[config.mk]
export PLATFORM = sky130hd
export DESIGN_NAME = tga_rle_pixel_decoder
export DESIGN_NICKNAME = d
export VERILOG_FILES = /design/src/trd_pkg.sv /design/src/trd_front.sv /design/src/trd_back.sv /design/src/tga_rle_pixel_decoder.sv
export SDC_FILE = /design/constraint.sdc
export NUM_CORES = 1
export LEC_CHECK = 0
export ABC_AREA = 1
export BUFFER_PORTS_ARGS = -buffer_cell sky130_fd_sc_hd__buf_4
export CAP_MARGIN = 25
export CORE_ASPECT_RATIO = 1.75
export CORE_UTILIZATION = 33
export CTS_CLUSTER_SIZE = 24
export DETAILED_ROUTE_END_ITERATION = 10
export SYNTH_ARGS = -nofsm -noshare
export SYNTH_HDL_FRONTEND = slang
export SYNTH_SLANG_ARGS = --single-unit
[constraint.sdc]
create_clock -name aclk -period 5.95 [get_ports aclk]
set_clock_uncertainty 0.15 [all_clocks]
set_input_delay 1.19 -clock aclk [delete_from_list [all_inputs] [get_ports aclk]]
set_output_delay 1.19 -clock aclk [all_outputs]
set_load 0.1 [all_outputs]
[src/trd_pkg.sv]
// shared types and constants of the tga run-length pixel decoder
// no dependencies; imported by trd_front, trd_back and tga_rle_pixel_decoder
`default_nettype none

package trd_pkg;

    // largest packet a header byte can announce
    localparam int unsigned TRD_MAX_PACKET_PIXELS = 128;

    // depth of the queue between front and back, a power of two of at least 2
    localparam int unsigned TRD_QUEUE_DEPTH = 2;

    // register indexes of the configuration port
    localparam logic [1:0] REG_IMAGE_WIDTH     = 2'd0;
    localparam logic [1:0] REG_IMAGE_HEIGHT    = 2'd1;
    localparam logic [1:0] REG_BYTES_PER_PIXEL = 2'd2;

    // one stream byte after classification by the front
    typedef struct packed {
        logic [7:0] stream_byte;
        logic       start_image;
        logic       hdr_is_run;   // header meaning of the byte: run packet
        logic [7:0] hdr_count;    // header meaning of the byte: pixels in packet, 1..128
    } trd_item_t;

    // configuration seen by the back end
    typedef struct packed {
        logic [2:0]  bytes_per_pixel;
        logic [31:0] total_pixels;
    } trd_cfg_t;

endpackage

`default_nettype wire

[src/trd_front.sv]
// front end: accepts stream bytes, decodes their header meaning, queues them
// depends on trd_pkg
`default_nettype none

module trd_front #(
    parameter int unsigned QUEUE_DEPTH = trd_pkg::TRD_QUEUE_DEPTH
) (
    input  wire logic              aclk,
    input  wire logic              aresetn,
    input  wire logic              s_valid,
    output      logic              s_ready,
    input  wire logic [7:0]        s_stream_byte,
    input  wire logic              s_start_image,
    output      logic              q_valid,
    input  wire logic              q_ready,
    output      trd_pkg::trd_item_t q_item
);
    import trd_pkg::*;

    localparam int unsigned PTR_W = $clog2(QUEUE_DEPTH);
    localparam int unsigned CNT_W = $clog2(QUEUE_DEPTH + 1);
    localparam logic [CNT_W-1:0] FULL_COUNT = CNT_W'(QUEUE_DEPTH);

    trd_item_t              entry_reg [QUEUE_DEPTH];
    logic [PTR_W-1:0]       wr_ptr_reg, wr_ptr_next;
    logic [PTR_W-1:0]       rd_ptr_reg, rd_ptr_next;
    logic [CNT_W-1:0]       count_reg, count_next;
    trd_item_t              new_item;
    logic                   push, pop;

    // raw header b+1 and run header b-127 both come to b[6:0]+1
    always_comb begin
        new_item.stream_byte = s_stream_byte;
        new_item.start_image = s_start_image;
        new_item.hdr_is_run  = s_stream_byte[7];
        new_item.hdr_count   = {1'b0, s_stream_byte[6:0]} + 8'd1;
    end

    assign s_ready = (count_reg != FULL_COUNT);
    assign q_valid = (count_reg != '0);
    assign q_item  = entry_reg[rd_ptr_reg];
    assign push    = s_valid && s_ready;
    assign pop     = q_valid && q_ready;

    always_comb begin
        wr_ptr_next = push ? wr_ptr_reg + 1'b1 : wr_ptr_reg;
        rd_ptr_next = pop ? rd_ptr_reg + 1'b1 : rd_ptr_reg;
        count_next  = count_reg;
        if (push && !pop) begin
            count_next = count_reg + 1'b1;
        end else if (pop && !push) begin
            count_next = count_reg - 1'b1;
        end
    end

    always_ff @(posedge aclk) begin
        if (!aresetn) begin
            wr_ptr_reg <= '0;
            rd_ptr_reg <= '0;
            count_reg  <= '0;
        end else begin
            wr_ptr_reg <= wr_ptr_next;
            rd_ptr_reg <= rd_ptr_next;
            count_reg  <= count_next;
        end
    end

    always_ff @(posedge aclk) begin
        if (push) begin
            entry_reg[wr_ptr_reg] <= new_item;
        end
    end

endmodule

`default_nettype wire

[src/trd_back.sv]
// back end: packet state, pixel assembly, image count and the result register
// depends on trd_pkg; fed by trd_front
`default_nettype none

module trd_back (
    input  wire logic               aclk,
    input  wire logic               aresetn,
    input  wire trd_pkg::trd_cfg_t  cfg,
    input  wire logic               q_valid,
    output      logic               q_ready,
    input  wire trd_pkg::trd_item_t q_item,
    output      logic               m_valid,
    input  wire logic               m_ready,
    output      logic [31:0]        m_pixel_value,
    output      logic [7:0]         m_repeat_count,
    output      logic               m_image_done,
    output      logic               m_overrun_error
);
    import trd_pkg::*;

    logic        expect_header_reg, expect_header_next;
    logic        packet_is_run_reg, packet_is_run_next;
    logic [7:0]  pixels_left_reg, pixels_left_next;
    logic [1:0]  byte_in_pixel_reg, byte_in_pixel_next;
    logic [31:0] color_reg, color_next;
    logic [31:0] decoded_reg, decoded_next;
    logic        stopped_reg, stopped_next;

    logic        m_valid_reg, m_valid_next;
    logic [31:0] pixel_value_reg;
    logic [7:0]  repeat_count_reg;
    logic        image_done_reg, overrun_error_reg;

    // state as seen by this byte, after an optional start clear
    logic        eff_header, eff_run, eff_stopped;
    logic [7:0]  eff_left;
    logic [1:0]  eff_bip;
    logic [31:0] eff_color, eff_decoded;

    logic        take, emit, overrun, done;
    logic [2:0]  pix_size, bip_inc;
    logic [31:0] color_cur;
    logic [7:0]  count, left_after;
    logic [32:0] sum;

    assign q_ready = !m_valid_reg || m_ready;
    assign take    = q_valid && q_ready;

    always_comb begin
        if (cfg.bytes_per_pixel == 3'd0) begin
            pix_size = 3'd1;
        end else if (cfg.bytes_per_pixel > 3'd4) begin
            pix_size = 3'd4;
        end else begin
            pix_size = cfg.bytes_per_pixel;
        end
    end

    always_comb begin
        eff_header  = q_item.start_image ? 1'b1  : expect_header_reg;
        eff_run     = q_item.start_image ? 1'b0  : packet_is_run_reg;
        eff_left    = q_item.start_image ? 8'd0  : pixels_left_reg;
        eff_bip     = q_item.start_image ? 2'd0  : byte_in_pixel_reg;
        eff_color   = q_item.start_image ? 32'd0 : color_reg;
        eff_decoded = q_item.start_image ? 32'd0 : decoded_reg;
        eff_stopped = q_item.start_image ? 1'b0  : stopped_reg;

        color_cur  = ((eff_bip == 2'd0) ? 32'd0 : eff_color)
                   | ({24'd0, q_item.stream_byte} << {eff_bip, 3'b000});
        bip_inc    = {1'b0, eff_bip} + 3'd1;
        count      = (eff_run && eff_left != 8'd0) ? eff_left : 8'd1;
        // overrun when the pixels would carry the count past the image size
        sum        = {1'b0, eff_decoded} + {25'd0, count};
        overrun    = sum > {1'b0, cfg.total_pixels};
        done       = sum == {1'b0, cfg.total_pixels};
        left_after = (eff_left > count) ? eff_left - count : 8'd0;

        expect_header_next = eff_header;
        packet_is_run_next = eff_run;
        pixels_left_next   = eff_left;
        byte_in_pixel_next = eff_bip;
        color_next         = eff_color;
        decoded_next       = eff_decoded;
        stopped_next       = eff_stopped;
        emit               = 1'b0;

        if (!eff_stopped) begin
            if (eff_header) begin
                packet_is_run_next = q_item.hdr_is_run;
                pixels_left_next   = q_item.hdr_count;
                expect_header_next = 1'b0;
                byte_in_pixel_next = 2'd0;
            end else begin
                color_next = color_cur;
                if (bip_inc < pix_size) begin
                    byte_in_pixel_next = bip_inc[1:0];
                end else begin
                    byte_in_pixel_next = 2'd0;
                    emit               = 1'b1;
                    if (overrun) begin
                        stopped_next = 1'b1;
                    end else begin
                        decoded_next     = sum[31:0];
                        pixels_left_next = left_after;
                        if (left_after == 8'd0) begin
                            expect_header_next = 1'b1;
                        end
                        if (done && left_after == 8'd0) begin
                            stopped_next = 1'b1;
                        end
                    end
                end
            end
        end

        m_valid_next = m_valid_reg && !m_ready;
        if (take && emit) begin
            m_valid_next = 1'b1;
        end
    end

    always_ff @(posedge aclk) begin
        if (!aresetn) begin
            expect_header_reg <= 1'b1;
            packet_is_run_reg <= 1'b0;
            pixels_left_reg   <= 8'd0;
            byte_in_pixel_reg <= 2'd0;
            color_reg         <= 32'd0;
            decoded_reg       <= 32'd0;
            stopped_reg       <= 1'b0;
            m_valid_reg       <= 1'b0;
        end else begin
            if (take) begin
                expect_header_reg <= expect_header_next;
                packet_is_run_reg <= packet_is_run_next;
                pixels_left_reg   <= pixels_left_next;
                byte_in_pixel_reg <= byte_in_pixel_next;
                color_reg         <= color_next;
                decoded_reg       <= decoded_next;
                stopped_reg       <= stopped_next;
            end
            m_valid_reg <= m_valid_next;
        end
    end

    always_ff @(posedge aclk) begin
        if (take && emit) begin
            pixel_value_reg   <= color_cur;
            repeat_count_reg  <= count;
            image_done_reg    <= !overrun && done;
            overrun_error_reg <= overrun;
        end
    end

    assign m_valid         = m_valid_reg;
    assign m_pixel_value   = pixel_value_reg;
    assign m_repeat_count  = repeat_count_reg;
    assign m_image_done    = image_done_reg;
    assign m_overrun_error = overrun_error_reg;

`ifndef NO_ASSERTIONS
    a_overrun_stops: assert property (@(posedge aclk) disable iff (!aresetn)
        (take && emit && overrun) |=> stopped_reg)
        else $error("overrun did not stop the decoder");
    a_done_not_overrun: assert property (@(posedge aclk) disable iff (!aresetn)
        m_valid_reg |-> !(image_done_reg && overrun_error_reg))
        else $error("result flags both image done and overrun");
    a_count_nonzero: assert property (@(posedge aclk) disable iff (!aresetn)
        m_valid_reg |-> (repeat_count_reg != 8'd0))
        else $error("result with zero repeat count");
    a_left_bound: assert property (@(posedge aclk) disable iff (!aresetn)
        {24'd0, pixels_left_reg} <= 32'(TRD_MAX_PACKET_PIXELS))
        else $error("packet pixel count beyond packet limit");
`endif

endmodule

`default_nettype wire

[src/tga_rle_pixel_decoder.sv]
// top level of the tga run-length pixel decoder: apb registers, front and back
// depends on trd_pkg, trd_front and trd_back
//
//  channel   direction  handshake          payload
//  s_        in         s_valid/s_ready    s_stream_byte, s_start_image
//  m_        out        m_valid/m_ready    m_pixel_value, m_repeat_count,
//                                          m_image_done, m_overrun_error
//  apb       in         psel/penable       paddr, pwdata, prdata (pready tied high)
//
// one stream byte per cycle unless a result stalls, set by the combinational decode
// step in the back end; a result's last byte passes a queue slot, then the result register
// synchronous active-low reset; pixel size applies in the cycle after its write,
// image size only once its register and then the registered product have taken it
// a stalled result blocks the back end only; the front keeps filling its queue
`default_nettype none

module tga_rle_pixel_decoder #(
    parameter int unsigned QUEUE_DEPTH = trd_pkg::TRD_QUEUE_DEPTH
) (
    input  wire logic        aclk,
    input  wire logic        aresetn,
    // byte stream
    input  wire logic        s_valid,
    output      logic        s_ready,
    input  wire logic [7:0]  s_stream_byte,
    input  wire logic        s_start_image,
    // pixel results
    output      logic        m_valid,
    input  wire logic        m_ready,
    output      logic [31:0] m_pixel_value,
    output      logic [7:0]  m_repeat_count,
    output      logic        m_image_done,
    output      logic        m_overrun_error,
    // configuration
    input  wire logic        psel,
    input  wire logic        penable,
    input  wire logic        pwrite,
    input  wire logic [3:0]  paddr,
    input  wire logic [31:0] pwdata,
    output      logic [31:0] prdata,
    output      logic        pready
);
    import trd_pkg::*;

    logic [15:0] image_width_reg, image_width_next;
    logic [15:0] image_height_reg, image_height_next;
    logic [2:0]  bytes_per_pixel_reg, bytes_per_pixel_next;
    logic [31:0] total_pixels_reg, total_pixels_next;
    logic        cfg_write;
    logic [1:0]  reg_index;

    trd_item_t   q_item;
    logic        q_valid, q_ready;
    trd_cfg_t    back_cfg;

    assign pready    = 1'b1;
    assign reg_index = paddr[3:2];
    // register write on the access cycle of an apb write transfer
    assign cfg_write = psel && penable && pwrite && pready;

    always_comb begin
        image_width_next     = image_width_reg;
        image_height_next    = image_height_reg;
        bytes_per_pixel_next = bytes_per_pixel_reg;
        if (cfg_write) begin
            case (reg_index)
                REG_IMAGE_WIDTH:     image_width_next     = pwdata[15:0];
                REG_IMAGE_HEIGHT:    image_height_next    = pwdata[15:0];
                REG_BYTES_PER_PIXEL: bytes_per_pixel_next = pwdata[2:0];
                default: ;
            endcase
        end
    end

    always_comb begin
        case (reg_index)
            REG_IMAGE_WIDTH:     prdata = {16'd0, image_width_reg};
            REG_IMAGE_HEIGHT:    prdata = {16'd0, image_height_reg};
            REG_BYTES_PER_PIXEL: prdata = {29'd0, bytes_per_pixel_reg};
            default:             prdata = 32'd0;
        endcase
    end

    // image size kept as a registered product, off the decode path
    assign total_pixels_next = {16'd0, image_width_reg} * {16'd0, image_height_reg};

    always_ff @(posedge aclk) begin
        if (!aresetn) begin
            image_width_reg     <= 16'd1;
            image_height_reg    <= 16'd1;
            bytes_per_pixel_reg <= 3'd4;
            total_pixels_reg    <= 32'd1;
        end else begin
            image_width_reg     <= image_width_next;
            image_height_reg    <= image_height_next;
            bytes_per_pixel_reg <= bytes_per_pixel_next;
            total_pixels_reg    <= total_pixels_next;
        end
    end

    assign back_cfg.bytes_per_pixel = bytes_per_pixel_reg;
    assign back_cfg.total_pixels    = total_pixels_reg;

    // front: accept and classify each byte, then queue it
    trd_front #(
        .QUEUE_DEPTH(QUEUE_DEPTH)
    ) u_front (
        .aclk          (aclk),
        .aresetn       (aresetn),
        .s_valid       (s_valid),
        .s_ready       (s_ready),
        .s_stream_byte (s_stream_byte),
        .s_start_image (s_start_image),
        .q_valid       (q_valid),
        .q_ready       (q_ready),
        .q_item        (q_item)
    );

    // back: packet and pixel decode, result register
    trd_back u_back (
        .aclk            (aclk),
        .aresetn         (aresetn),
        .cfg             (back_cfg),
        .q_valid         (q_valid),
        .q_ready         (q_ready),
        .q_item          (q_item),
        .m_valid         (m_valid),
        .m_ready         (m_ready),
        .m_pixel_value   (m_pixel_value),
        .m_repeat_count  (m_repeat_count),
        .m_image_done    (m_image_done),
        .m_overrun_error (m_overrun_error)
    );

endmodule

`default_nettype wire

==> impl_metrics.yaml, run 1 <==
outcome:
  status: "finished, final reports clean"
routing:
  antenna_left: 0
  via_per_inst: 4.90
  drt-wirelength-per-cell_um: 16.6
  first_pass_iters: 5
  num_vias: 17681
  drtIter0Drc: 932
  drc_errors: 0
  wirelength_um: 60000
layout:
  layout-drive-gt1-share_pct: 12.3
  seq_area_um2: 5320
  antennaDiodeCount: 0
  layout.cells.non_filler: 3607
  syn2layout_area_growth_pct: 14.9
  fin_util_pct: 38.3
  largest_reg_flops: 34
  final_common_cell: "nand2_1"
  mostFrequentLayoutCells: "nand2_1, inv_1, buf_4"
  multi_input_area_um2: 12800
  fillers: 6513
  layout.nets: 3190
floorplan:
  io_pins: 129
  start_util_pct: 33.4
  rows: 121
  core_area_um2: 62100
  die_y_um: 333
  die-area_um2: 63800
  die_x_um: 191
clocking:
  cts_made_buffers: 23
  clk_latency_ns: 0.54
  clockBufferDepth: 3
  root_buffer: "clkbuf_16"
  cts_sinks: 226
  path_clk_slew_ns: 0.07
  htreeDepth: 1
  cts_tree: "done"
logic_synthesis:
  yosysWarnings: 0
  synth_cell_types: 55
  yosysTopAreaCellShare_pct: 18.8
  synth_edf_count: 76
  synth_area_um2: 20700
  synth_seq_cells: 226
  synth_top_flop_cell: "dfxtp_1"
  yosys.area.top_type: "fa_1"
  avgSynthCellArea_um2: 7.73
  async_flop_share_pct: 0
  ys_top_cells_by_area: "fa_1, dfxtp_1, edfxtp_1, nand2_1, inv_1"
  syn_inst: 2679
  ys_seq_area_share_pct: 25.5
sta:
  finalSetupViolCount: 0
  slew_viol_final: 0
  fmax_mhz: 176
  max_slew_margin_pct: 52.1
  hold_viol_final: 0
  post-route-period-util_pct: 95.5
  period_needed_ns: 5.68
  rsz0062_at_grt: "yes"
  worst_pin_slew_ns: 0.717
placed_design:
  dp_hpwl_um: 47200
  routabilityCongestion: 0.898
  dpl.cell_count: 3561
  port_buffers: 93
worst_setup_path:
  cp_max_fo: 3
  crit_family: "adder cells"
  critPathCaptureType: "flop"
  cpPeakStageDelay_ns: 0.54
  slowest_stage: "fa_1"
  cp_common_cell: "fa_1"
  crit_chain: "nand2_1 > fa_1 > inv_1 > fa_1 > inv_1 > fa_1 > fa_1 > fa_1 > inv_1 > fa_1 > ha_1 > a21oi_1 > inv_1 > a221oi_2 > o21ai_1 > a21oi_2 > buf_4 > o21ai_1 > nand2_1 > o211ai_1 > o21ai_1 > a21oi_1"
  required_ns: 6.21
  path_class: "reg -> reg"
  worst-path-buf-inv: 5
  arrival_ns: 5.95
  start_kind: "flop"
global_route:
  antenna_found_initial: 0
  grt_use_total_pct: 19.3
  grt_max_degree: 81
  grt_pass1_vias: 18394
  grt-ovfl-total: 0
  grt_pass1_wl_um: 96200
power:
  p_leak_nw: 11.7
  powerDensity_nw_per_um2: 278
  ir_drop_mv: 0.233
hold_path:
  min_path_type: "reg -> reg"
job:
  drv_cap: 0
==> area by class of cell <==
type / instances / share of cell area, %
repair buffers: 225 / 7.57
well taps: 799 / 4.20
multi-input cells: 1752 / 53.7
clock buffers: 27 / 2.48
inverters: 564 / 8.92
flip-flops and latches: 226 / 22.4
clock inverters: 14 / 0.789
==> synthesized netlist by cell type, types with 4 or more instances <==
library cell,number
a211oi_1,8
a21oi_1,128
a221oi_1,34
a22o_1,13
a31oi_1,39
buf_1,7
buf_4,18
buf_6,6
clkbuf_1,117
dfxtp_1,150
edfxtp_1,76
fa_1,195
ha_1,151
inv_1,557
nand2_1,588
nand2_2,10
nand3_1,81
nand4_1,28
nand4_2,6
nor2_1,204
nor2_2,6
nor2_4,7
nor3_1,11
nor4_1,7
o211ai_1,11
o21a_1,5
o21ai_0,99
o21ai_1,4
o32ai_1,32
xnor2_1,13
xor2_1,29
==> worst min-delay path: stages, from the launching register on <==
cell     delay (ns)
dfxtp_1        0.31
nand2_1        0.06
a21oi_1        0.05
==> kinds of logic (layout without fill, tap and decap cells) <==
| group | count (synthesis) | after routing | synth area share [%] |
|---|---|---|---|
| DFF | 226 | 226 | 25.5 |
| other | 2 | 17 | 0.0363 |
| buffers and inverters | 716 | 830 | 13.6 |
| and+or+nand+nor | 962 | 962 | 19.6 |
| xor gates and xnor gates | 42 | 42 | 1.78 |
| adders and majority gates | 346 | 346 | 28.0 |
| AOI/OAI and AO/OA | 385 | 385 | 11.4 |
==> path summary, 6_finish.rpt <==
check             slack (ns)                            endpoint                          startpoint  cells after the start
hold / removal          0.32  u_back.decoded_reg[1]$_SDFFE_PN0P_  u_back.decoded_reg[1]$_SDFFE_PN0P_                      2
setup reg to reg        0.27     total_pixels_reg[24]$_SDFF_PN0_    image_width_reg[14]$_SDFFE_PN0P_                     22
setup / recovery        0.27     total_pixels_reg[24]$_SDFF_PN0_    image_width_reg[14]$_SDFFE_PN0P_                     22
hold reg to reg         0.32  u_back.decoded_reg[1]$_SDFFE_PN0P_  u_back.decoded_reg[1]$_SDFFE_PN0P_                      2
==> per-layer routing <==
layer | GRT usage [%] | routed length (um) | vias to the layer above
met5 | 0 | 0 | -
met4 | 11.8 | 3910 | 0
met3 | 1.09 | 1610 | 154
met2 | 38.2 | 33500 | 415
met1 | 19.1 | 21000 | 8517
li1 | - | - | 8595
==> per-stage QoR <==
stage	hold slack, ns	setup WS, ns	area [um^2]	setup TNS (ns)	total power [W]
6_report	0.318	0.267	23800	0	0.00660
5_1_grt	0.336	-0.00422	23800	-0.00997	0.00702
4_1_cts	0.318	0.00355	23600	0	0.00658
3_5_place_dp	0.307	-0.0303	22800	-0.0526	0.00501
3_3_place_gp	0.283	-0.0236	22800	-0.0347	0.00497
2_1_floorplan	0.276	0.0269	20800	0	0.00417
==> repair_timing <==
| action | in CTS | in global routing |
|---|---|---|
| hold buffers | 0 | 0 |
| resized for setup | 4 | 50 |
| setup buffers | 0 | 4 |
| pin swaps | 0 | 5 |
| endpoints found under the hold margin | 0 | 0 |
| setup endpoints to repair | 4 | 53 |
==> report_power, final <==
part	switching (W)	total (W)	internal, W
Sequential	0.000132	0.00200	0.00186
Combinational	0.00210	0.00304	0.000940
Clock	0.000672	0.00156	0.000892
Note: power is estimated with default switching activity, not from simulation.
==> run 2, diff against run 1 <==
==> constraint.sdc (replaced) <==
create_clock -name aclk -period 6.59 [get_ports aclk]
set_clock_uncertainty 0.15 [all_clocks]
set_input_delay 1.318 -clock aclk [delete_from_list [all_inputs] [get_ports aclk]]
set_output_delay 1.318 -clock aclk [all_outputs]
set_load 0.1 [all_outputs]
==> impl_metrics.yaml, run 2 (synthesized netlist as in run 1, its figures left out) <==
outcome:
  status: "finished, final reports clean"
floorplan:
  die_y_um: 333
  core_area_um2: 62100
  io_pins: 129
  die_x_um: 191
  die-area_um2: 63800
  start_util_pct: 33.4
  rows: 121
routing:
  drt-wirelength-per-cell_um: 16.8
  antenna_left: 0
  drc_errors: 0
  via_per_inst: 4.98
  num_vias: 17755
  wirelength_um: 59800
  first_pass_iters: 5
  drtIter0Drc: 846
clocking:
  clockBufferDepth: 3
  htreeDepth: 1
  root_buffer: "clkbuf_16"
  postCtsSetupBuffers: 0
  clk_latency_ns: 0.55
  cts_made_buffers: 24
  cts_tree: "done"
  path_clk_slew_ns: 0.06
  cts_sinks: 226
layout:
  antennaDiodeCount: 0
  fin_util_pct: 37.5
  syn2layout_area_growth_pct: 12.4
  multi_input_area_um2: 12700
  mostFrequentLayoutCells: "nand2_1, inv_1, nor2_1"
  layout.cells.non_filler: 3565
  seq_area_um2: 5290
  fillers: 6529
  largest_reg_flops: 34
  layout.nets: 3146
  layout-drive-gt1-share_pct: 9.80
  final_common_cell: "nand2_1"
sta:
  timing.final.ws_setup_ns: 0.288
  fin_tns_setup_ns: 0
  rsz0062_at_grt: "no"
  worst_pin_slew_ns: 0.821
  hold_viol_final: 0
  period_needed_ns: 6.30
  slew_viol_final: 0
  max_slew_margin_pct: 45.2
  post-route-period-util_pct: 95.6
  finalSetupViolCount: 0
  fmax_mhz: 159
worst_setup_path:
  endpoint: "total_pixels_reg[28]$_SDFF_PN0_"
  arrival_ns: 6.60
  start_kind: "flop"
  cp_max_fo: 12
  r2r_cells: 22
  crit_chain: "buf_4 > nand2_1 > fa_1 > fa_1 > fa_1 > fa_1 > fa_1 > inv_1 > fa_1 > ha_1 > nand2_1 > inv_1 > a221oi_1 > o21ai_0 > a21oi_2 > o21ai_0 > nand2_1 > nand2_1 > a21oi_1 > nand2_1 > nand2_1 > nor2_1"
  reg2reg_from: "image_width_reg[10]$_SDFFE_PN0P_"
  critPathCaptureType: "flop"
  cpPeakStageDelay_ns: 0.59
  slowest_stage: "fa_1"
  r2r_end: "total_pixels_reg[28]$_SDFF_PN0_"
  required_ns: 6.89
  setup.worst_path.start: "image_width_reg[10]$_SDFFE_PN0P_"
  ff2ff_setup_slack_ns: 0.29
  path_class: "reg -> reg"
power:
  finalPower_w: 0.00595
  powerDensity_nw_per_um2: 255
  p_leak_nw: 11.4
  ir_drop_mv: 0.260
placed_design:
  dpl.cell_count: 3521
  routabilityCongestion: 0.928
  dp_slack_ns: 0.299
  dp_hpwl_um: 46900
  port_buffers: 93
global_route:
  grt-ovfl-total: 0
  grt_pass1_wl_um: 97200
  grt_max_degree: 69
  grt_pass1_vias: 18733
  grt_use_total_pct: 19.4
  antenna_found_initial: 0
hold_path:
  min_path_type: "reg -> reg"
job:
  drv_cap: 0
[run 2: layout make-up]
cell class | instances | share of cell area (%)
clock inverters | 15 | 0.618
clock buffers | 29 | 2.80
well taps | 799 | 4.30
repair buffers | 180 | 5.92
flip-flops and latches | 226 | 22.7
multi-input cells | 1752 | 54.5
inverters | 564 | 9.12
[run 2: timing repair]
action	in CTS	in global routing
endpoints found under the setup margin	0	21
hold buffers	0	0
resized for setup	0	8
[run 2: through the flow]
step           hold WS (ns)  area [um^2]
6_report              0.318        23300
5_1_grt               0.333        23300
4_1_cts               0.317        23300
3_5_place_dp          0.305        22500
3_3_place_gp          0.286        22400
2_1_floorplan         0.276        20800
[run 2: worst min path at each step]
stage / start / depth (start not counted) / to
floorplan: u_front.rd_ptr_reg$_SDFFE_PN0P_ / 1 / flop
global placement: u_front.rd_ptr_reg$_SDFFE_PN0P_ / 1 / u_front.rd_ptr_reg$_SDFFE_PN0P_
detailed placement: u_front.rd_ptr_reg$_SDFFE_PN0P_ / 1 / u_front.rd_ptr_reg$_SDFFE_PN0P_
CTS: u_front.rd_ptr_reg$_SDFFE_PN0P_ / 1 / u_front.rd_ptr_reg$_SDFFE_PN0P_
global route: u_back.byte_in_pixel_reg[0]$_SDFFE_PN0P_ / 2 / u_back.byte_in_pixel_reg[0]$_SDFFE_PN0P_
finish: u_back.byte_in_pixel_reg[0]$_SDFFE_PN0P_ / 2 / u_back.byte_in_pixel_reg[0]$_SDFFE_PN0P_
[run 2: layer usage]
| metal | global-route usage [%] | part of all wire (%) | vias up |
|---|---|---|---|
| met2 | 37.6 | 54 | 497 |
| met3 | 1.46 | 3.4 | 201 |
| met4 | 13.9 | 7.9 | 0 |
| li1 | - | - | 8515 |
| met5 | 0 | 0 | - |
| met1 | 19.0 | 34 | 8542 |
[run 2: critical path, delay by kind of cell (launching register included)]
family | cells | cell delay [ns]
AOI/OAI and AO/OA | 5 | 1.14
adders and majority gates | 7 | 3.37
buffers and inverters | 3 | 0.40
DFF | 1 | 0.58
and+or+nand+nor | 7 | 0.55
[run 2: power breakdown]
part           switching, W  internal [W]
clock              0.000592      0.000816
combinational       0.00188      0.000852
sequential         0.000120       0.00168
total               0.00259       0.00335
